==> config.mk <==
export PLATFORM = sky130hd
export DESIGN_NAME = wildcard_byte_pattern_scan_top_flat
export DESIGN_NICKNAME = d
export VERILOG_FILES = /design/src/design/wbps_pkg.sv /design/src/design/wbps_ifs.sv /design/src/design/wbps_cell.sv /design/src/design/wbps_outbuf.sv /design/src/design/wildcard_byte_pattern_scan_top.sv /design/src/flat_wrapper.sv
export VERILOG_INCLUDE_DIRS = /design/src /design/src/design
export SDC_FILE = /design/constraint.sdc
export NUM_CORES = 1
export LEC_CHECK = 0
export BUFFER_PORTS_ARGS = -buffer_cell sky130_fd_sc_hd__buf_2
export CORE_MARGIN = 2
export CORE_UTILIZATION = 54
export DETAILED_ROUTE_END_ITERATION = 8
export GPL_TIMING_DRIVEN = 0
export PLACE_DENSITY_LB_ADDON = 0.1
export SETUP_SLACK_MARGIN = 0.1
export SLEW_MARGIN = 20
export SYNTH_ARGS = -nofsm -noshare
export SYNTH_HDL_FRONTEND = slang
export SYNTH_SLANG_ARGS = --single-unit
==> constraint.sdc <==
create_clock -name i_clk -period 4 [get_ports i_clk]
set_clock_uncertainty 0.1 [all_clocks]
set_input_delay 0.8 -clock i_clk [delete_from_list [all_inputs] [get_ports i_clk]]
set_output_delay 0.8 -clock i_clk [all_outputs]
set_load 0.01 [all_outputs]
==> src/design/wildcard_byte_pattern_scan_top_macros.svh <==
// Assertion macros shared by the scan block's RTL.
`ifndef WILDCARD_BYTE_PATTERN_SCAN_TOP_MACROS_SVH
`define WILDCARD_BYTE_PATTERN_SCAN_TOP_MACROS_SVH

// Same-cycle implication, checked on i_clk with i_rst_n as the reset.
`define WBPS_ASSERT_NOW(label, ante, cons, msg) \
    label: assert property (@(posedge i_clk) disable iff (!i_rst_n) (ante) |-> (cons)) \
        else $error(msg);

// Next-cycle implication, checked on i_clk with i_rst_n as the reset.
`define WBPS_ASSERT_NEXT(label, ante, cons, msg) \
    label: assert property (@(posedge i_clk) disable iff (!i_rst_n) (ante) |=> (cons)) \
        else $error(msg);

`endif

==> src/design/wbps_pkg.sv <==
// Package for the wildcard byte pattern scanner: constants, register codes and types.
`default_nettype none

package wbps_pkg;

    localparam int MAX_PATTERN_BYTES_DEF = 16;
    localparam int OFFSET_BITS_DEF       = 32;

    localparam int CFG_INDEX_BITS    = 8;
    localparam int CFG_DATA_BITS     = 64;
    localparam int CARE_BITS         = 16;
    localparam int LENGTH_BITS       = 5;
    localparam int MATCH_OFFSET_BITS = 32;

    localparam logic [CFG_DATA_BITS-1:0] PATTERN_RESET = '0;
    localparam logic [CARE_BITS-1:0]     CARE_RESET    = '1;
    localparam logic [LENGTH_BITS-1:0]   LENGTH_RESET  = LENGTH_BITS'(1);

    typedef enum logic [CFG_INDEX_BITS-1:0] {
        REG_PATTERN_LOW    = CFG_INDEX_BITS'(0),
        REG_PATTERN_HIGH   = CFG_INDEX_BITS'(1),
        REG_CARE_MASK      = CFG_INDEX_BITS'(2),
        REG_PATTERN_LENGTH = CFG_INDEX_BITS'(3)
    } t_cfg_reg;

    typedef struct packed {
        logic                         found;
        logic [MATCH_OFFSET_BITS-1:0] match_offset;
    } t_result;

    typedef struct packed {
        logic advance;
        logic clear;
    } t_cell_ctl;

    typedef struct packed {
        logic main_valid;
        logic skid_valid;
    } t_buf_status;

endpackage

`default_nettype wire

==> src/design/wbps_ifs.sv <==
// Handshake interfaces for the input, result and configuration channels.
`default_nettype none

interface wbps_in_if;
    logic       valid;
    logic       ready;
    logic [7:0] data_byte;
    logic       last_byte;

    modport source (output valid, output data_byte, output last_byte, input ready);
    modport sink   (input valid, input data_byte, input last_byte, output ready);
endinterface

interface wbps_out_if;
    logic                                  valid;
    logic                                  ready;
    logic                                  found;
    logic [wbps_pkg::MATCH_OFFSET_BITS-1:0] match_offset;

    modport source (output valid, output found, output match_offset, input ready);
    modport sink   (input valid, input found, input match_offset, output ready);
endinterface

interface wbps_cfg_if;
    logic                               valid;
    logic                               ready;
    logic [wbps_pkg::CFG_INDEX_BITS-1:0] index;
    logic [wbps_pkg::CFG_DATA_BITS-1:0]  data;

    modport source (output valid, output index, output data, input ready);
    modport sink   (input valid, input index, input data, output ready);
endinterface

`default_nettype wire

==> src/design/wbps_cell.sv <==
// One cell of the shift-and chain: holds one partial-match bit and one pattern byte compare.
`default_nettype none

module wbps_cell (
    input  wire                     i_clk,
    input  wire                     i_rst_n,
    input  wbps_pkg::t_cell_ctl     i_ctl,
    input  wire                     i_prev,
    input  wire  [7:0]              i_data,
    input  wire  [7:0]              i_pattern,
    input  wire                     i_care,
    output logic                    o_next,
    output logic                    o_bit
);

    logic r_bit;
    logic n_bit;

    // The bit survives when the neighbor matched one byte earlier and this byte fits.
    assign n_bit  = i_prev & (~i_care | (i_pattern == i_data));
    assign o_next = n_bit;
    assign o_bit  = r_bit;

    always_ff @(posedge i_clk) begin
        if (!i_rst_n) begin
            r_bit <= 1'b0;
        end else if (i_ctl.advance) begin
            r_bit <= i_ctl.clear ? 1'b0 : n_bit;
        end
    end

endmodule

`default_nettype wire

==> src/design/wbps_outbuf.sv <==
// Two-entry result buffer: an output register backed by one skid entry.
`default_nettype none

module wbps_outbuf (
    input  wire                      i_clk,
    input  wire                      i_rst_n,
    input  wire                      i_push,
    input  wbps_pkg::t_result        i_word,
    output wbps_pkg::t_buf_status    o_status,
    output logic                     o_valid,
    input  wire                      i_ready,
    output wbps_pkg::t_result        o_word
);

    logic              r_main_valid;
    logic              r_skid_valid;
    wbps_pkg::t_result r_main;
    wbps_pkg::t_result r_skid;
    logic              pop;

    assign pop      = r_main_valid & i_ready;
    assign o_valid  = r_main_valid;
    assign o_word   = r_main;
    assign o_status = '{main_valid: r_main_valid, skid_valid: r_skid_valid};

    always_ff @(posedge i_clk) begin
        if (!i_rst_n) begin
            r_main_valid <= 1'b0;
            r_skid_valid <= 1'b0;
        end else if (r_skid_valid) begin
            // No push can arrive while the skid entry is full.
            if (pop) begin
                r_skid_valid <= 1'b0;
            end
        end else if (i_push) begin
            if (!r_main_valid || pop) begin
                r_main_valid <= 1'b1;
            end else begin
                r_skid_valid <= 1'b1;
            end
        end else if (pop) begin
            r_main_valid <= 1'b0;
        end
    end

    always_ff @(posedge i_clk) begin
        if (r_skid_valid) begin
            if (pop) begin
                r_main <= r_skid;
            end
        end else if (i_push) begin
            if (!r_main_valid || pop) begin
                r_main <= i_word;
            end else begin
                r_skid <= i_word;
            end
        end
    end

endmodule

`default_nettype wire

==> src/design/wildcard_byte_pattern_scan_top.sv <==
// Top level of the wildcard byte pattern scanner: config registers, cell chain, offset tracking.
// Throughput: one byte per cycle unless the skid entry is full; the cell chain updates every partial match in parallel.
// On the last byte, the result word is registered in the output register or, behind it, in the skid entry.
// A two-entry result buffer lets bytes keep flowing while one result waits at the output.
// Reset (synchronous, active low) restores the register defaults and clears the scan state.
`default_nettype none
`include "wildcard_byte_pattern_scan_top_macros.svh"

module wildcard_byte_pattern_scan_top #(
    parameter int MAX_PATTERN_BYTES = wbps_pkg::MAX_PATTERN_BYTES_DEF,
    parameter int OFFSET_BITS       = wbps_pkg::OFFSET_BITS_DEF
) (
    input  wire        i_clk,
    input  wire        i_rst_n,
    wbps_in_if.sink    i_in,
    wbps_out_if.source o_out,
    wbps_cfg_if.sink   i_cfg
);

    localparam int LEN_IDX_W = $clog2(MAX_PATTERN_BYTES);

    logic [wbps_pkg::CFG_DATA_BITS-1:0] r_pattern_low;
    logic [wbps_pkg::CFG_DATA_BITS-1:0] r_pattern_high;
    logic [wbps_pkg::CARE_BITS-1:0]     r_care;
    logic [wbps_pkg::LENGTH_BITS-1:0]   r_length;

    logic [OFFSET_BITS-1:0] r_offset;
    logic [OFFSET_BITS-1:0] r_first;
    logic                   r_seen;

    logic                          accept;
    logic                          push;
    logic [wbps_pkg::LENGTH_BITS-1:0] eff_len;
    logic [LEN_IDX_W-1:0]          len_m1;
    logic [MAX_PATTERN_BYTES-1:0]  chain_bit;
    logic [MAX_PATTERN_BYTES-1:0]  chain_next;
    logic [MAX_PATTERN_BYTES-1:0]  chain_prev;
    logic                          saturated;
    logic                          hit;
    logic [OFFSET_BITS-1:0]        start_offset;
    wbps_pkg::t_cell_ctl           cell_ctl;
    wbps_pkg::t_result             result;
    wbps_pkg::t_result             out_word;
    wbps_pkg::t_buf_status         buf_status;

    // Configuration registers; writes are always taken.
    assign i_cfg.ready = 1'b1;

    always_ff @(posedge i_clk) begin
        if (!i_rst_n) begin
            r_pattern_low  <= wbps_pkg::PATTERN_RESET;
            r_pattern_high <= wbps_pkg::PATTERN_RESET;
            r_care         <= wbps_pkg::CARE_RESET;
            r_length       <= wbps_pkg::LENGTH_RESET;
        end else if (i_cfg.valid) begin
            case (wbps_pkg::t_cfg_reg'(i_cfg.index))
                wbps_pkg::REG_PATTERN_LOW: begin
                    r_pattern_low <= i_cfg.data;
                end
                wbps_pkg::REG_PATTERN_HIGH: begin
                    r_pattern_high <= i_cfg.data;
                end
                wbps_pkg::REG_CARE_MASK: begin
                    r_care <= i_cfg.data[wbps_pkg::CARE_BITS-1:0];
                end
                wbps_pkg::REG_PATTERN_LENGTH: begin
                    r_length <= i_cfg.data[wbps_pkg::LENGTH_BITS-1:0];
                end
                default: begin
                end
            endcase
        end
    end

    // A length of zero acts as one; anything above the chain length is clipped.
    always_comb begin
        if (r_length == '0) begin
            eff_len = wbps_pkg::LENGTH_BITS'(1);
        end else if (r_length > wbps_pkg::LENGTH_BITS'(MAX_PATTERN_BYTES)) begin
            eff_len = wbps_pkg::LENGTH_BITS'(MAX_PATTERN_BYTES);
        end else begin
            eff_len = r_length;
        end
    end

    assign len_m1 = LEN_IDX_W'(eff_len - wbps_pkg::LENGTH_BITS'(1));

    assign i_in.ready = ~buf_status.skid_valid;
    assign accept     = i_in.valid & i_in.ready;
    assign push       = accept & i_in.last_byte;
    assign cell_ctl   = '{advance: accept, clear: i_in.last_byte};

    genvar gi;
    generate
        for (gi = 0; gi < MAX_PATTERN_BYTES; gi++) begin : g_cell
            logic [7:0] pattern_byte;

            if (gi == 0) begin : g_head
                assign chain_prev[gi] = 1'b1;
            end else begin : g_link
                assign chain_prev[gi] = chain_bit[gi-1];
            end

            if (gi < 8) begin : g_low
                assign pattern_byte = r_pattern_low[gi*8 +: 8];
            end else begin : g_high
                assign pattern_byte = r_pattern_high[(gi-8)*8 +: 8];
            end

            wbps_cell u_cell (
                .i_clk     (i_clk),
                .i_rst_n   (i_rst_n),
                .i_ctl     (cell_ctl),
                .i_prev    (chain_prev[gi]),
                .i_data    (i_in.data_byte),
                .i_pattern (pattern_byte),
                .i_care    (r_care[gi]),
                .o_next    (chain_next[gi]),
                .o_bit     (chain_bit[gi])
            );
        end
    endgenerate

    // A byte at the saturated offset can complete no match.
    assign saturated    = &r_offset;
    assign hit          = ~saturated & ~r_seen & chain_next[len_m1];
    assign start_offset = r_offset - OFFSET_BITS'(len_m1);

    always_ff @(posedge i_clk) begin
        if (!i_rst_n) begin
            r_offset <= '0;
            r_first  <= '0;
            r_seen   <= 1'b0;
        end else if (accept) begin
            if (i_in.last_byte) begin
                r_offset <= '0;
                r_first  <= '0;
                r_seen   <= 1'b0;
            end else begin
                if (hit) begin
                    r_seen  <= 1'b1;
                    r_first <= start_offset;
                end
                if (!saturated) begin
                    r_offset <= r_offset + OFFSET_BITS'(1);
                end
            end
        end
    end

    always_comb begin
        result.found = r_seen | hit;
        if (r_seen) begin
            result.match_offset = wbps_pkg::MATCH_OFFSET_BITS'(r_first);
        end else if (hit) begin
            result.match_offset = wbps_pkg::MATCH_OFFSET_BITS'(start_offset);
        end else begin
            result.match_offset = '0;
        end
    end

    wbps_outbuf u_outbuf (
        .i_clk    (i_clk),
        .i_rst_n  (i_rst_n),
        .i_push   (push),
        .i_word   (result),
        .o_status (buf_status),
        .o_valid  (o_out.valid),
        .i_ready  (o_out.ready),
        .o_word   (out_word)
    );

    assign o_out.found        = out_word.found;
    assign o_out.match_offset = out_word.match_offset;

    `WBPS_ASSERT_NOW(a_no_offset_without_match, o_out.valid && !o_out.found, o_out.match_offset == '0, "match offset set on a result without a match")
    `WBPS_ASSERT_NOW(a_skid_behind_main, buf_status.skid_valid, buf_status.main_valid, "skid entry full while the output register is empty")
    `WBPS_ASSERT_NEXT(a_last_gives_result, accept && i_in.last_byte, o_out.valid, "no result word after the last byte of a region")
    `WBPS_ASSERT_NOW(a_first_not_ahead, r_seen, r_first <= r_offset, "recorded match start lies beyond the current offset")

endmodule

`default_nettype wire
==> src/flat_wrapper.sv <==
// flat-port wrapper written by rule: the top's interface ports become plain ports
module wildcard_byte_pattern_scan_top_flat 
#(
    parameter int MAX_PATTERN_BYTES = wbps_pkg::MAX_PATTERN_BYTES_DEF,
    parameter int OFFSET_BITS       = wbps_pkg::OFFSET_BITS_DEF
)
  (i_clk, i_rst_n, i_in_valid, i_in_data_byte, i_in_last_byte, i_in_ready, o_out_valid, o_out_found, o_out_match_offset, o_out_ready, i_cfg_valid, i_cfg_index, i_cfg_data, i_cfg_ready);
  wbps_in_if i_in_i ();
  wbps_out_if o_out_i ();
  wbps_cfg_if i_cfg_i ();
  input  wire i_clk;
  input  wire i_rst_n;
  input wire logic [$bits(i_in_i.valid)-1:0] i_in_valid;
  input wire logic [$bits(i_in_i.data_byte)-1:0] i_in_data_byte;
  input wire logic [$bits(i_in_i.last_byte)-1:0] i_in_last_byte;
  output wire logic [$bits(i_in_i.ready)-1:0] i_in_ready;
  output wire logic [$bits(o_out_i.valid)-1:0] o_out_valid;
  output wire logic [$bits(o_out_i.found)-1:0] o_out_found;
  output wire logic [$bits(o_out_i.match_offset)-1:0] o_out_match_offset;
  input wire logic [$bits(o_out_i.ready)-1:0] o_out_ready;
  input wire logic [$bits(i_cfg_i.valid)-1:0] i_cfg_valid;
  input wire logic [$bits(i_cfg_i.index)-1:0] i_cfg_index;
  input wire logic [$bits(i_cfg_i.data)-1:0] i_cfg_data;
  output wire logic [$bits(i_cfg_i.ready)-1:0] i_cfg_ready;
  assign i_in_i.valid = i_in_valid;
  assign i_in_i.data_byte = i_in_data_byte;
  assign i_in_i.last_byte = i_in_last_byte;
  assign i_in_ready = i_in_i.ready;
  assign o_out_valid = o_out_i.valid;
  assign o_out_found = o_out_i.found;
  assign o_out_match_offset = o_out_i.match_offset;
  assign o_out_i.ready = o_out_ready;
  assign i_cfg_i.valid = i_cfg_valid;
  assign i_cfg_i.index = i_cfg_index;
  assign i_cfg_i.data = i_cfg_data;
  assign i_cfg_ready = i_cfg_i.ready;
  wildcard_byte_pattern_scan_top #(.MAX_PATTERN_BYTES(MAX_PATTERN_BYTES), .OFFSET_BITS(OFFSET_BITS)) u_core (.i_clk(i_clk), .i_rst_n(i_rst_n), .i_in(i_in_i), .o_out(o_out_i), .i_cfg(i_cfg_i));
endmodule
==> metrics.yaml <==
grt:
  grt_max_degree: 27
  grt_pass1_wl_mm: 59.3
  antenna_found_initial: 0
  track_usage_pct: 28.1
  gr-total-overflow: 0
  grt_pass1_vias: 11000
layout:
  syn_to_final_growth_pct: 16.4
  drive_gt1_share_pct: 15.5
  nNetsFinal: 1781
  diodes: 0
  fillers: 2276
  fin_cells: 2048
worst_setup_path:
  r2r_slack_ps: 280
  r2r_cells: 14
  path_buf_inv: 2
  startpoint_type: "flip-flop"
  cp-end-kind: "flip-flop"
  cp.depth: 14
  startpoint: "u_core.r_length[1]$_SDFFE_PN0P_"
  slowest_stage: "ha_4"
  critPathRequiredTime_ps: 4160
  cp_cell_sequence: "nor3_2 -> o21ba_4 -> clkinvlp_4 -> ha_4 -> ha_1 -> nor2b_1 -> o21ai_0 -> a21boi_0 -> or3_1 -> buf_2 -> nor4_2 -> xnor2_1 -> o31ai_2 -> mux2_2"
  worstPathArrival_ps: 3880
  slowest_delay_ps: 340
  r2r-start: "u_core.r_length[1]$_SDFFE_PN0P_"
  critPathTopFamily: "simple AND/OR/NAND/NOR gates"
  crit_path_end: "u_core.u_outbuf.o_word[29]$_DFFE_PP_"
  critPathKind: "reg2reg"
  crit_fanout: 8
  regToRegEndpoint: "u_core.u_outbuf.o_word[29]$_DFFE_PP_"
routing:
  wl_per_cell_um: 18.3
  ant_nets: 0
  viasPerCell: 5.52
  first_iter_violations: 620
  drc_errors: 0
  drt_wl_total_mm: 37.6
  vias: 11300
  drt_first_pass_iters: 7
die:
  dieArea_mm2: 0.0273
  rows: 59
  die_x_um: 165
  start_util_pct: 54.5
  coreArea_mm2: 0.0258
  num_io_pins: 122
  dieHeight_um: 165
placed_design:
  place_congestion: 0.906
  dpl.hpwl_mm: 26.5
  placed_cells: 1983
  io_buffers: 110
clocking:
  root_buffer: "clkbuf_16"
  cts.sinks: 297
  cts_max_path_buffers: 3
  cts_hold_buf: 0
  cts.clk_slew.worst_paths_ps: 60
  h-tree-depth: 2
  clk_latency_ps: 520
  cts_tree: "built"
  cts-buffers-inserted: 34
yosys:
  synth_top_area_share_pct: 33.0
  ys_warn_count: 0
  synth_cells: 1536
  syn_avg_cell_area_um2: 9.14
  synth-async-reset-ratio_pct: 0
  ys_seq_elements: 297
  syn_area_mm2: 0.0140
  synth_seq_area_share_pct: 47.1
  synth_nets: 1629
  ys_top_cells_by_area: "dfxtp_1 (33%), edfxtp_1 (14%), nand2_1 (9.9%)"
  synth_flop_cell: "dfxtp_1"
  synth_edf_count: 66
  synth_area_leader_cell: "dfxtp_1"
  synthDistinctLibCells: 63
pwr:
  ir_drop_v: 0.000363
  p_per_area_mw_per_mm2: 404
  leakagePower_nw: 5.45
sta:
  setup_viol: 0
  worst_pin_slew_ps: 787
  hold_viol: 0
  fmax_ghz: 0.268
  hold_ws_ps: 352
  period_share_pct: 93.1
  final_max_slew_viol_count: 0
  slew_headroom_pct: 47.5
  grt_setup_unrepaired: "no"
  period_minus_slack_ps: 3720
  fin_setup_tns_ps: 0
status:
  status: "completed"
job:
  drv_cap: 0
hold_path:
  min_path_type: "reg2reg"
[registers in the layout, summed over array words and instances, names as in the netlist]
register / cells
u_core.g_cell.u_cell.o_bit: 15
u_core.r_care: 16
u_core.r_first: 32
u_core.r_length: 5
u_core.r_offset: 32
u_core.r_pattern_high: 64
u_core.r_pattern_low: 64
u_core.r_seen: 1
u_core.u_outbuf.o_valid: 1
u_core.u_outbuf.o_word: 33
u_core.u_outbuf.r_skid: 33
u_core.u_outbuf.r_skid_valid: 1
[kinds of logic after synthesis]
group,count (synthesis),share of synthesized area (%)
multiplexers,37,2.92
XOR/XNOR,186,11.6
adder cells (fa/ha/maj),7,0.678
buffers and inverters,155,4.39
flip-flops,297,47.1
AND/OR/NAND/NOR,592,19.3
AO/OA/AOI/OAI,261,14.0
other,1,0.0267
[layout by cell type (no fill, tap or decap), drive strengths merged, types with 33 or more instances in the layout]
cell    count
clkbuf    143
nand4      54
inv        40
dfxtp     231
nand2     371
edfxtp     66
xnor2     153
a21boi    138
xor2       33
buf       137
nor2       45
o31ai      35
[synthesized netlist by cell type (8+ instances only)]
| cell type | number |
|---|---|
| inv_1 | 40 |
| o32ai_1 | 32 |
| a32oi_1 | 8 |
| nand2_1 | 371 |
| o31ai_1 | 29 |
| and3_1 | 11 |
| buf_2 | 18 |
| nor2_1 | 45 |
| dfxtp_1 | 231 |
| nor2b_1 | 15 |
| nand3_1 | 29 |
| mux2_2 | 31 |
| and2_1 | 11 |
| a21boi_0 | 138 |
| xor2_1 | 33 |
| and4_1 | 8 |
| o21ai_0 | 28 |
| edfxtp_1 | 66 |
| nor3_1 | 12 |
| nand4_1 | 53 |
| clkbuf_1 | 89 |
| xnor2_1 | 153 |
[final cells by class]
type | instances | area, um2 | share of cell area (%)
plain buffers | 111 | 472 | 2.89
clock buffers | 52 | 1030 | 6.33
clock inverters | 9 | 96.3 | 0.590
inverters | 43 | 166 | 1.02
multi-input cells | 1084 | 6910 | 42.3
flip-flops and latches | 297 | 6610 | 40.4
well taps | 335 | 419 | 2.57
repair buffers | 117 | 636 | 3.89
[worst register-to-register path, stage by stage, from the launching register on]
cell and delay, ps:
dfxtp_1 330, nor3_2 240, o21ba_4 190, clkinvlp_4 110, ha_4 340, ha_1 260, nor2b_1 130, o21ai_0 190
a21boi_0 200, or3_1 340, buf_2 200, nor4_2 220, xnor2_1 230, o31ai_2 100, mux2_2 270
[power by group]
part	switching (mW)	internal (mW)	total [mW]	leakage, nW
sequential	0.00720	3.08	3.09	2.43
clock	1.22	1.91	3.14	0.554
combinational	0.231	0.143	0.374	2.47
total	1.46	5.14	6.60	5.45
[metrics by stage]
step	power, mW	instance area, um2	utilization, %	setup WS, ps
after floorplan	3.36	14000	-	101
after global placement	3.52	15000	58.3	-804
after detailed placement	3.52	15100	58.5	-823
after CTS	6.64	16300	63.2	143
after global routing	6.79	16300	63.4	103
final	6.60	16300	63.4	275
[what timing repair did]
action                     CTS  global route
resized for setup           18            16
pin swaps                    1             0
hold endpoints to repair     0             0
setup endpoints to repair   98            63
setup buffers                5             0
[worst min-delay path by stage]
stage	start	end	slack, ps	cells past startpoint
after floorplan	u_core.r_first[0]$_SDFFE_PN0P_	u_core.r_first[0]$_SDFFE_PN0P_	330	2
after global placement	u_core.r_first[25]$_SDFFE_PN0P_	u_core.r_first[25]$_SDFFE_PN0P_	340	2
after detailed placement	u_core.r_first[26]$_SDFFE_PN0P_	u_core.r_first[26]$_SDFFE_PN0P_	350	2
after CTS	u_core.r_first[25]$_SDFFE_PN0P_	u_core.r_first[25]$_SDFFE_PN0P_	360	2
after global routing	u_core.r_first[13]$_SDFFE_PN0P_	u_core.r_first[13]$_SDFFE_PN0P_	370	2
final	u_core.r_first[15]$_SDFFE_PN0P_	u_core.r_first[15]$_SDFFE_PN0P_	350	2
[layer usage]
layer	track usage, %	part of all wire (%)	vias up
li1	-	-	5558
met4	10.6	3.6	0
met1	34.7	42	5352
met2	50.2	51	310
met3	3.40	4.3	81
met5	0	0	-
No activity file was read; power rests on OpenSTA's default activity.
